### src/hw/rtl/sdff_pkg.sv
// ============================================================================
// sdff_pkg
// Types and constants shared by the signed decimal field formatter.
// ============================================================================
package sdff_pkg;

    localparam int VALUE_W = 28;
    localparam int MAG_W   = 27;
    localparam int NDIGITS = 7;
    localparam int BCD_W   = 4 * NDIGITS;

    localparam logic [2:0] FMT_U7 = 3'd0;
    localparam logic [2:0] FMT_S7 = 3'd1;
    localparam logic [2:0] FMT_U5 = 3'd2;
    localparam logic [2:0] FMT_S5 = 3'd3;
    localparam logic [2:0] FMT_S3 = 3'd4;

    localparam logic [VALUE_W-1:0] LIMIT7 = 28'd10000000;
    localparam logic [VALUE_W-1:0] LIMIT5 = 28'd100000;
    localparam logic [VALUE_W-1:0] LIMIT3 = 28'd1000;

    localparam logic [7:0] CHAR_SPACE = 8'h20;
    localparam logic [7:0] CHAR_MINUS = 8'h2D;
    localparam logic [3:0] CHAR_DIGIT_HI = 4'h3;

    typedef struct packed {
        logic signed [VALUE_W-1:0] value;
        logic [2:0]                format;
        logic                      blank_leading;
        logic [6:0]                position;
    } in_t;

    typedef struct packed {
        logic [7:0] code;
        logic       is_command;
        logic       last;
        logic       overflow;
    } out_t;

    typedef struct packed {
        logic [2:0]         fmt;
        logic               blank;
        logic [6:0]         pos;
        logic               neg;
        logic [VALUE_W-1:0] full;
    } front_t;

    typedef struct packed {
        logic [2:0]       fmt;
        logic             blank;
        logic [6:0]       pos;
        logic             neg;
        logic             ovf;
        logic [BCD_W-1:0] bcd;
        logic [MAG_W-1:0] bin;
    } pipe_t;

    // one shift-and-add-3 step; digits above the kept ones are dropped
    function automatic logic [BCD_W-1:0] dabble_step(input logic [BCD_W-1:0] bcd,
                                                      input logic          bin_bit);
        logic [BCD_W-1:0] adj;
        adj = bcd;
        for (int d = 0; d < NDIGITS; d++) begin
            if (bcd[4*d +: 4] >= 4'd5)
                adj[4*d +: 4] = bcd[4*d +: 4] + 4'd3;
        end
        return {adj[BCD_W-2:0], bin_bit};
    endfunction

endpackage

### src/hw/rtl/sdff_front.sv
// ============================================================================
// sdff_front
// Input register: sign split and two's complement magnitude.
// ============================================================================
module sdff_front (
    input  logic           clk,
    input  logic           rst_n,
    input  logic           adv,
    input  logic           load,
    input  sdff_pkg::in_t  d,
    output logic           valid,
    output sdff_pkg::front_t q
);
    import sdff_pkg::*;

    logic   valid_reg;
    logic   valid_next;
    front_t data_reg;
    front_t data_next;

    always_comb
    begin
        valid_next     = adv ? load : valid_reg;
        data_next.fmt   = d.format;
        data_next.blank = d.blank_leading;
        data_next.pos   = d.position;
        data_next.neg   = d.value[VALUE_W-1];
        data_next.full  = d.value[VALUE_W-1] ? (~d.value + 28'd1) : d.value;
    end

    always_ff @(posedge clk or negedge rst_n)
    begin
        if (!rst_n)
            valid_reg <= 1'b0;
        else
            valid_reg <= valid_next;
    end

    always_ff @(posedge clk)
    begin
        if (adv && load)
            data_reg <= data_next;
    end

    assign valid = valid_reg;
    assign q     = data_reg;

endmodule

### src/hw/rtl/sdff_dabble.sv
// ============================================================================
// sdff_dabble
// One pipeline stage of the binary to BCD conversion, STEPS bits per stage.
// ============================================================================
module sdff_dabble #(
    parameter int STEPS = 7
) (
    input  logic            clk,
    input  logic            rst_n,
    input  logic            adv,
    input  logic            valid_in,
    input  sdff_pkg::pipe_t d,
    output logic            valid_out,
    output sdff_pkg::pipe_t q
);
    import sdff_pkg::*;

    logic  valid_reg;
    logic  valid_next;
    pipe_t data_reg;
    pipe_t data_next;

    always_comb
    begin
        data_next = d;
        for (int i = 0; i < STEPS; i++) begin
            data_next.bcd = dabble_step(data_next.bcd, data_next.bin[MAG_W-1]);
            data_next.bin = {data_next.bin[MAG_W-2:0], 1'b0};
        end
        valid_next = adv ? valid_in : valid_reg;
    end

    always_ff @(posedge clk or negedge rst_n)
    begin
        if (!rst_n)
            valid_reg <= 1'b0;
        else
            valid_reg <= valid_next;
    end

    always_ff @(posedge clk)
    begin
        if (adv && valid_in)
            data_reg <= data_next;
    end

    assign valid_out = valid_reg;
    assign q         = data_reg;

endmodule

### src/hw/rtl/sdff_emit.sv
// ============================================================================
// sdff_emit
// Byte sequencer: command beat, optional sign, digits with zero blanking.
// ============================================================================
module sdff_emit (
    input  logic            clk,
    input  logic            rst_n,
    input  logic            valid,
    input  sdff_pkg::pipe_t d,
    output logic            ready,
    output logic            strobe,
    output sdff_pkg::out_t  result
);
    import sdff_pkg::*;

    typedef enum logic [3:0] {
        ST_IDLE  = 4'b0001,
        ST_CMD   = 4'b0010,
        ST_SIGN  = 4'b0100,
        ST_DIGIT = 4'b1000
    } state_t;

    state_t           state_reg, state_next;
    logic [6:0]       pos_reg, pos_next;
    logic             neg_reg, neg_next;
    logic             ovf_reg, ovf_next;
    logic             sign_reg, sign_next;
    logic             lead_reg, lead_next;
    logic [2:0]       idx_reg, idx_next;
    logic [BCD_W-1:0] bcd_reg, bcd_next;
    logic             strobe_reg, strobe_next;
    out_t             result_reg, result_next;
    logic [3:0]       digit;
    logic             blank_now;
    logic             fmt_bad;
    logic             load;

    assign digit     = bcd_reg[{idx_reg, 2'b00} +: 4];
    assign blank_now = lead_reg && (idx_reg != 3'd0) && (digit == 4'd0);
    assign fmt_bad   = d.fmt > FMT_S3;
    assign ready     = (state_reg == ST_IDLE) ||
                       ((state_reg == ST_DIGIT) && (idx_reg == 3'd0)) || fmt_bad;
    assign load      = valid && ready && !fmt_bad;

    always_comb
    begin
        state_next  = state_reg;
        pos_next    = pos_reg;
        neg_next    = neg_reg;
        ovf_next    = ovf_reg;
        sign_next   = sign_reg;
        lead_next   = lead_reg;
        idx_next    = idx_reg;
        bcd_next    = bcd_reg;
        strobe_next = 1'b0;
        result_next = '0;
        result_next.overflow = ovf_reg;

        unique case (state_reg)
            ST_IDLE:
            begin
            end
            ST_CMD:
            begin
                strobe_next            = 1'b1;
                result_next.code       = {1'b1, pos_reg};
                result_next.is_command = 1'b1;
                state_next             = sign_reg ? ST_SIGN : ST_DIGIT;
            end
            ST_SIGN:
            begin
                strobe_next      = 1'b1;
                result_next.code = neg_reg ? CHAR_MINUS : CHAR_SPACE;
                state_next       = ST_DIGIT;
            end
            ST_DIGIT:
            begin
                strobe_next      = 1'b1;
                result_next.code = blank_now ? CHAR_SPACE : {CHAR_DIGIT_HI, digit};
                result_next.last = (idx_reg == 3'd0);
                lead_next        = blank_now;
                idx_next         = idx_reg - 3'd1;
                if (idx_reg == 3'd0)
                    state_next = ST_IDLE;
            end
            default:
            begin
                state_next = ST_IDLE;
            end
        endcase

        if (load) begin
            state_next = ST_CMD;
            pos_next   = d.pos;
            neg_next   = d.neg;
            ovf_next   = d.ovf;
            lead_next  = d.blank;
            bcd_next   = d.bcd;
            case (d.fmt) inside
                FMT_U7:         begin idx_next = 3'd6; sign_next = 1'b0; end
                FMT_S7:         begin idx_next = 3'd6; sign_next = 1'b1; end
                FMT_U5:         begin idx_next = 3'd4; sign_next = 1'b0; end
                FMT_S5:         begin idx_next = 3'd4; sign_next = 1'b1; end
                default:        begin idx_next = 3'd2; sign_next = 1'b1; end
            endcase
        end
    end

    always_ff @(posedge clk or negedge rst_n)
    begin
        if (!rst_n) begin
            state_reg  <= ST_IDLE;
            strobe_reg <= 1'b0;
        end else begin
            state_reg  <= state_next;
            strobe_reg <= strobe_next;
        end
    end

    always_ff @(posedge clk)
    begin
        pos_reg    <= pos_next;
        neg_reg    <= neg_next;
        ovf_reg    <= ovf_next;
        sign_reg   <= sign_next;
        lead_reg   <= lead_next;
        idx_reg    <= idx_next;
        bcd_reg    <= bcd_next;
        result_reg <= result_next;
    end

    assign strobe = strobe_reg;
    assign result = result_reg;

endmodule

### src/hw/rtl/signed_decimal_field_formatter.sv
// ============================================================================
// signed_decimal_field_formatter
// Signed number to display field: position command plus ASCII characters.
// ============================================================================
// Usage:
//   An item (value, format, blank_leading, position) is taken at a rising
//   edge with start high and busy low. Each item produces a command beat
//   (0x80 + position, is_command set) followed by the field characters; the
//   final character carries last. Every beat is on result for one cycle with
//   strobe high; the receiver cannot hold beats off. Format codes 5 to 7
//   produce no beats.
//   Path: when the byte sequencer is free, the command beat passes the
//   input register, four BCD conversion stages, the sequencer load and the
//   output register.
//   Throughput: the byte sequencer sends one beat per cycle; an item is a
//   command beat, a sign beat on signed formats and 3/5/7 digit beats;
//   the pipeline holds up to five items besides the one being sent. busy is
//   high while the last conversion stage holds an item that the sequencer
//   cannot load yet.
//   Reset clears all valid bits and returns the sequencer to idle.
// ============================================================================
module signed_decimal_field_formatter (
    input  logic           clk,
    input  logic           rst_n,
    input  logic           start,
    output logic           busy,
    input  sdff_pkg::in_t  item,
    output logic           strobe,
    output sdff_pkg::out_t result
);
    import sdff_pkg::*;

    logic   adv;
    logic   front_valid;
    front_t front_q;
    pipe_t  conv_in;
    logic   v1, v2, v3, v4;
    pipe_t  q1, q2, q3, q4;
    logic   emit_ready;

    assign adv  = !v4 || emit_ready;
    assign busy = !adv;

    sdff_front u_front (
        .clk   (clk),
        .rst_n (rst_n),
        .adv   (adv),
        .load  (start),
        .d     (item),
        .valid (front_valid),
        .q     (front_q)
    );

    always_comb
    begin
        conv_in.fmt   = front_q.fmt;
        conv_in.blank = front_q.blank;
        conv_in.pos   = front_q.pos;
        conv_in.neg   = front_q.neg;
        conv_in.bcd   = '0;
        conv_in.bin   = front_q.full[MAG_W-1:0];
        case (front_q.fmt) inside
            FMT_U7, FMT_S7: conv_in.ovf = front_q.full >= LIMIT7;
            FMT_U5, FMT_S5: conv_in.ovf = front_q.full >= LIMIT5;
            default:        conv_in.ovf = front_q.full >= LIMIT3;
        endcase
    end

    sdff_dabble #(.STEPS(7)) u_conv1 (
        .clk(clk), .rst_n(rst_n), .adv(adv),
        .valid_in(front_valid), .d(conv_in), .valid_out(v1), .q(q1)
    );

    sdff_dabble #(.STEPS(7)) u_conv2 (
        .clk(clk), .rst_n(rst_n), .adv(adv),
        .valid_in(v1), .d(q1), .valid_out(v2), .q(q2)
    );

    sdff_dabble #(.STEPS(7)) u_conv3 (
        .clk(clk), .rst_n(rst_n), .adv(adv),
        .valid_in(v2), .d(q2), .valid_out(v3), .q(q3)
    );

    sdff_dabble #(.STEPS(6)) u_conv4 (
        .clk(clk), .rst_n(rst_n), .adv(adv),
        .valid_in(v3), .d(q3), .valid_out(v4), .q(q4)
    );

    sdff_emit u_emit (
        .clk    (clk),
        .rst_n  (rst_n),
        .valid  (v4),
        .d      (q4),
        .ready  (emit_ready),
        .strobe (strobe),
        .result (result)
    );

    a_busy_needs_item: assert property (@(posedge clk) disable iff (!rst_n)
        busy |-> v4)
        else $error("busy without an item in the last stage");

    a_cmd_not_last: assert property (@(posedge clk) disable iff (!rst_n)
        strobe && result.is_command |-> !result.last && result.code[7])
        else $error("malformed command beat");

    a_after_last: assert property (@(posedge clk) disable iff (!rst_n)
        strobe && result.last |=> !strobe || result.is_command)
        else $error("character beat after last");

    a_cmd_then_char: assert property (@(posedge clk) disable iff (!rst_n)
        strobe && result.is_command |=> strobe && !result.is_command)
        else $error("command beat not followed by a character");

    a_ovf_steady: assert property (@(posedge clk) disable iff (!rst_n)
        strobe && !result.is_command |-> $past(strobe) && $stable(result.overflow))
        else $error("overflow changed within a field");

endmodule
### config.mk
export PLATFORM = sky130hd
export DESIGN_NAME = signed_decimal_field_formatter
export DESIGN_NICKNAME = d
export VERILOG_FILES = /design/src/hw/rtl/sdff_pkg.sv /design/src/hw/rtl/sdff_front.sv /design/src/hw/rtl/sdff_dabble.sv /design/src/hw/rtl/sdff_emit.sv /design/src/hw/rtl/signed_decimal_field_formatter.sv
export SDC_FILE = /design/constraint.sdc
export NUM_CORES = 1
export LEC_CHECK = 0
export BUFFER_PORTS_ARGS = -buffer_cell sky130_fd_sc_hd__buf_4
export CAP_MARGIN = 20
export CELL_PAD_IN_SITES_DETAIL_PLACEMENT = 0
export CELL_PAD_IN_SITES_GLOBAL_PLACEMENT = 1
export CORE_ASPECT_RATIO = 0.9
export CORE_MARGIN = 2
export CORE_UTILIZATION = 51
export CTS_CLUSTER_SIZE = 16
export DETAILED_ROUTE_END_ITERATION = 12
export PLACE_DENSITY_LB_ADDON = 0.1
export SYNTH_ARGS = -nofsm -noshare
export SYNTH_HDL_FRONTEND = slang
export SYNTH_HIERARCHICAL = 1
export SYNTH_SLANG_ARGS = --single-unit
### constraint.sdc
create_clock -name clk -period 8.3 [get_ports clk]
set_clock_uncertainty 0.2 [all_clocks]
set_input_delay 1.245 -clock clk [delete_from_list [all_inputs] [get_ports clk]]
set_output_delay 1.245 -clock clk [all_outputs]
set_load 0.05 [all_outputs]
==> out/metrics.yaml <==
finish:
  antennaDiodeCount: 0
  layout-drive-gt1-share_pct: 9.77
  finalNonFillerCells: 5462
  multi_input_area_um2: 25800
  largest_reg_flops: 61
  fillCellCount: 6651
  design_area_um2: 38500
  nets: 4684
  area_delta_synth_final_pct: 6.78
  seqCellArea_um2: 9010
sta:
  hold_ws_ns: 0.167
  setup_tns_ns: 0
  slew_headroom_pct: 1.66
  fin_crit_sh_pct: 82.2
  hold_viol: 0
  drv_slew: 0
  min_period_ns: 6.82
  max_freq_mhz: 147
  rsz0062_at_grt: "no"
  setup_viol: 0
  tightestPinTransition_ns: 1.47
global_route:
  grt_pass1_wl_um: 146000
  antenna_found_initial: 0
  grt.overflow.total: 0
  grt_pass1_vias: 29447
  grtUsageTotal_pct: 23.0
  grt_max_degree: 62
route:
  drt-pass1-iter-count: 5
  vias: 33429
  avgRoutedWirePerCell_um: 15.9
  drc: 0
  drtAntennaViolNets: 0
  viasPerCell: 6.12
  first_iter_violations: 2223
  wirelength_um: 86800
floorplan:
  rows: 92
  fp.dieH_um: 256
  die_w_um: 284
  ios: 55
  die_area_um2: 72800
  core_area_um2: 70000
  start_util_pct: 51.5
worst_setup_path:
  worstPathMaxFanout: 14
  worst_path_most_repeated_cell: "ha_1"
  slowest_delay_ns: 0.83
  critical_path_arrival_ns: 6.92
  crit_family: "compound AO/OA/AOI/OAI gates"
  critPathSlowestCell: "o211ai_1"
  cp-start-kind: "flip-flop"
  cp_num_buf_inv: 4
  crit_path_end_kind: "flip-flop"
  worstSetupPathType: "flip-flop to flip-flop"
  required_ns: 8.40
place:
  dpl.cell_count: 5398
  routabilityCongestion: 0.846
  dp_hpwl_um: 65900
  io_buffer_count: 54
  place_area_um2: 37400
yosys:
  synthCells: 4462
  yosysWarnings: 6
  syn_area_per_cell_um2: 8.08
  netlist_area_um2: 36000
worst_hold_path:
  hold_path_class: "flip-flop to flip-flop"
clock_tree:
  cts_tree: "yes"
  cts-root-buf: "clkbuf_16"
  clkLatencyLatePin_ns: 0.55
  clock_sink_count: 305
  cts_buffer_depth: 3
  cts-htree-levels: 2
  cts_made_buffers: 35
  post_cts_resized: 0
  cts.clk_slew.worst_paths_ns: 0.06
  cts_hold_buffers: 0
  cts_setup_buffers: 0
run:
  maxCapViolCount: 0
status:
  status: "complete, no violations"
-- layout by cell type (no fill, tap or decap), types with 44 or more instances in the layout --
cell type,n
nor2_1,355
o21ai_0,249
xnor2_1,85
or2_2,44
or3_1,49
mux2_2,71
conb_1,126
o21a_1,53
ha_1,146
o21ai_1,66
a21oi_1,279
nor3_1,113
edfxtp_1,285
inv_1,187
nand2_1,412
nand2b_1,102
buf_4,75
o22ai_1,47
a31oi_1,62
mux2i_1,110
a211oi_1,135
nand3_1,166
nor2b_1,60
o211ai_1,100
and2_1,55
and3_1,47
-- layer usage --
metal / routed length (µm) / GRT usage (%) / vias to the layer above
li1: - / - / 17212
met1: 43200 / 33.5 / 15615
met2: 39800 / 37.5 / 545
met3: 2620 / 1.77 / 57
met4: 1160 / 4.34 / 0
met5: 0 / 0 / -
-- worst reg2reg max path: stages, from the launching register on --
cell	delay, ns
edfxtp_1	0.55
inv_1	0.16
ha_1	0.38
nand2b_1	0.18
a21oi_2	0.26
xnor2_1	0.21
o211ai_1	0.83
nand2_1	0.19
inv_1	0.14
ha_1	0.21
o211ai_1	0.10
a32oi_1	0.47
nor2_1	0.12
ha_1	0.24
nor3_1	0.19
o22a_1	0.17
o22ai_1	0.24
o21ai_0	0.29
xor2_1	0.17
buf_4	0.20
inv_1	0.10
ha_1	0.38
o21ai_0	0.16
nor2_1	0.07
a211o_1	0.26
o2bb2ai_1	0.11
-- cell type report --
| cell class | instances | area share [%] |
|---|---|---|
| clock buffers | 44 | 2.44 |
| clock inverters | 19 | 0.374 |
| inverters | 210 | 2.06 |
| multi-input cells | 3868 | 67.1 |
| flip-flops and latches | 305 | 23.4 |
| well taps | 940 | 3.06 |
| repair buffers | 76 | 1.51 |
-- final timing paths --
| check | slack [ns] | from | end | cells after the start |
|---|---|---|---|---|
| worst max-delay path | 1.48 | u_conv2/q[27] | u_conv3/q[38] | 25 |
| worst min-delay path | 0.17 | u_emit/ovf_reg | u_emit/result[0] | 0 |
| worst max register to register | 1.48 | u_conv2/q[27] | u_conv3/q[38] | 25 |
| worst min register to register | 0.17 | u_emit/ovf_reg | u_emit/result[0] | 0 |
| max in group asynchronous | 7.35 | rst_n | u_emit/state_reg[0] | 1 |
| min in group asynchronous | 0.32 | rst_n | u_emit/strobe | 1 |
-- stage by stage --
| step | worst slack, ns | util (%) |
|---|---|---|
| 2_1_floorplan | 2.38 | - |
| 3_3_place_gp | 1.58 | 53.4 |
| 3_5_place_dp | 1.45 | 53.4 |
| 4_1_cts | 1.42 | 55.0 |
| 5_1_grt | 0.938 | 55.0 |
| 6_report | 1.48 | 55.0 |
Power is not shown: default switching activity piles up to over one toggle a cycle in this logic, so the estimate is an artifact.
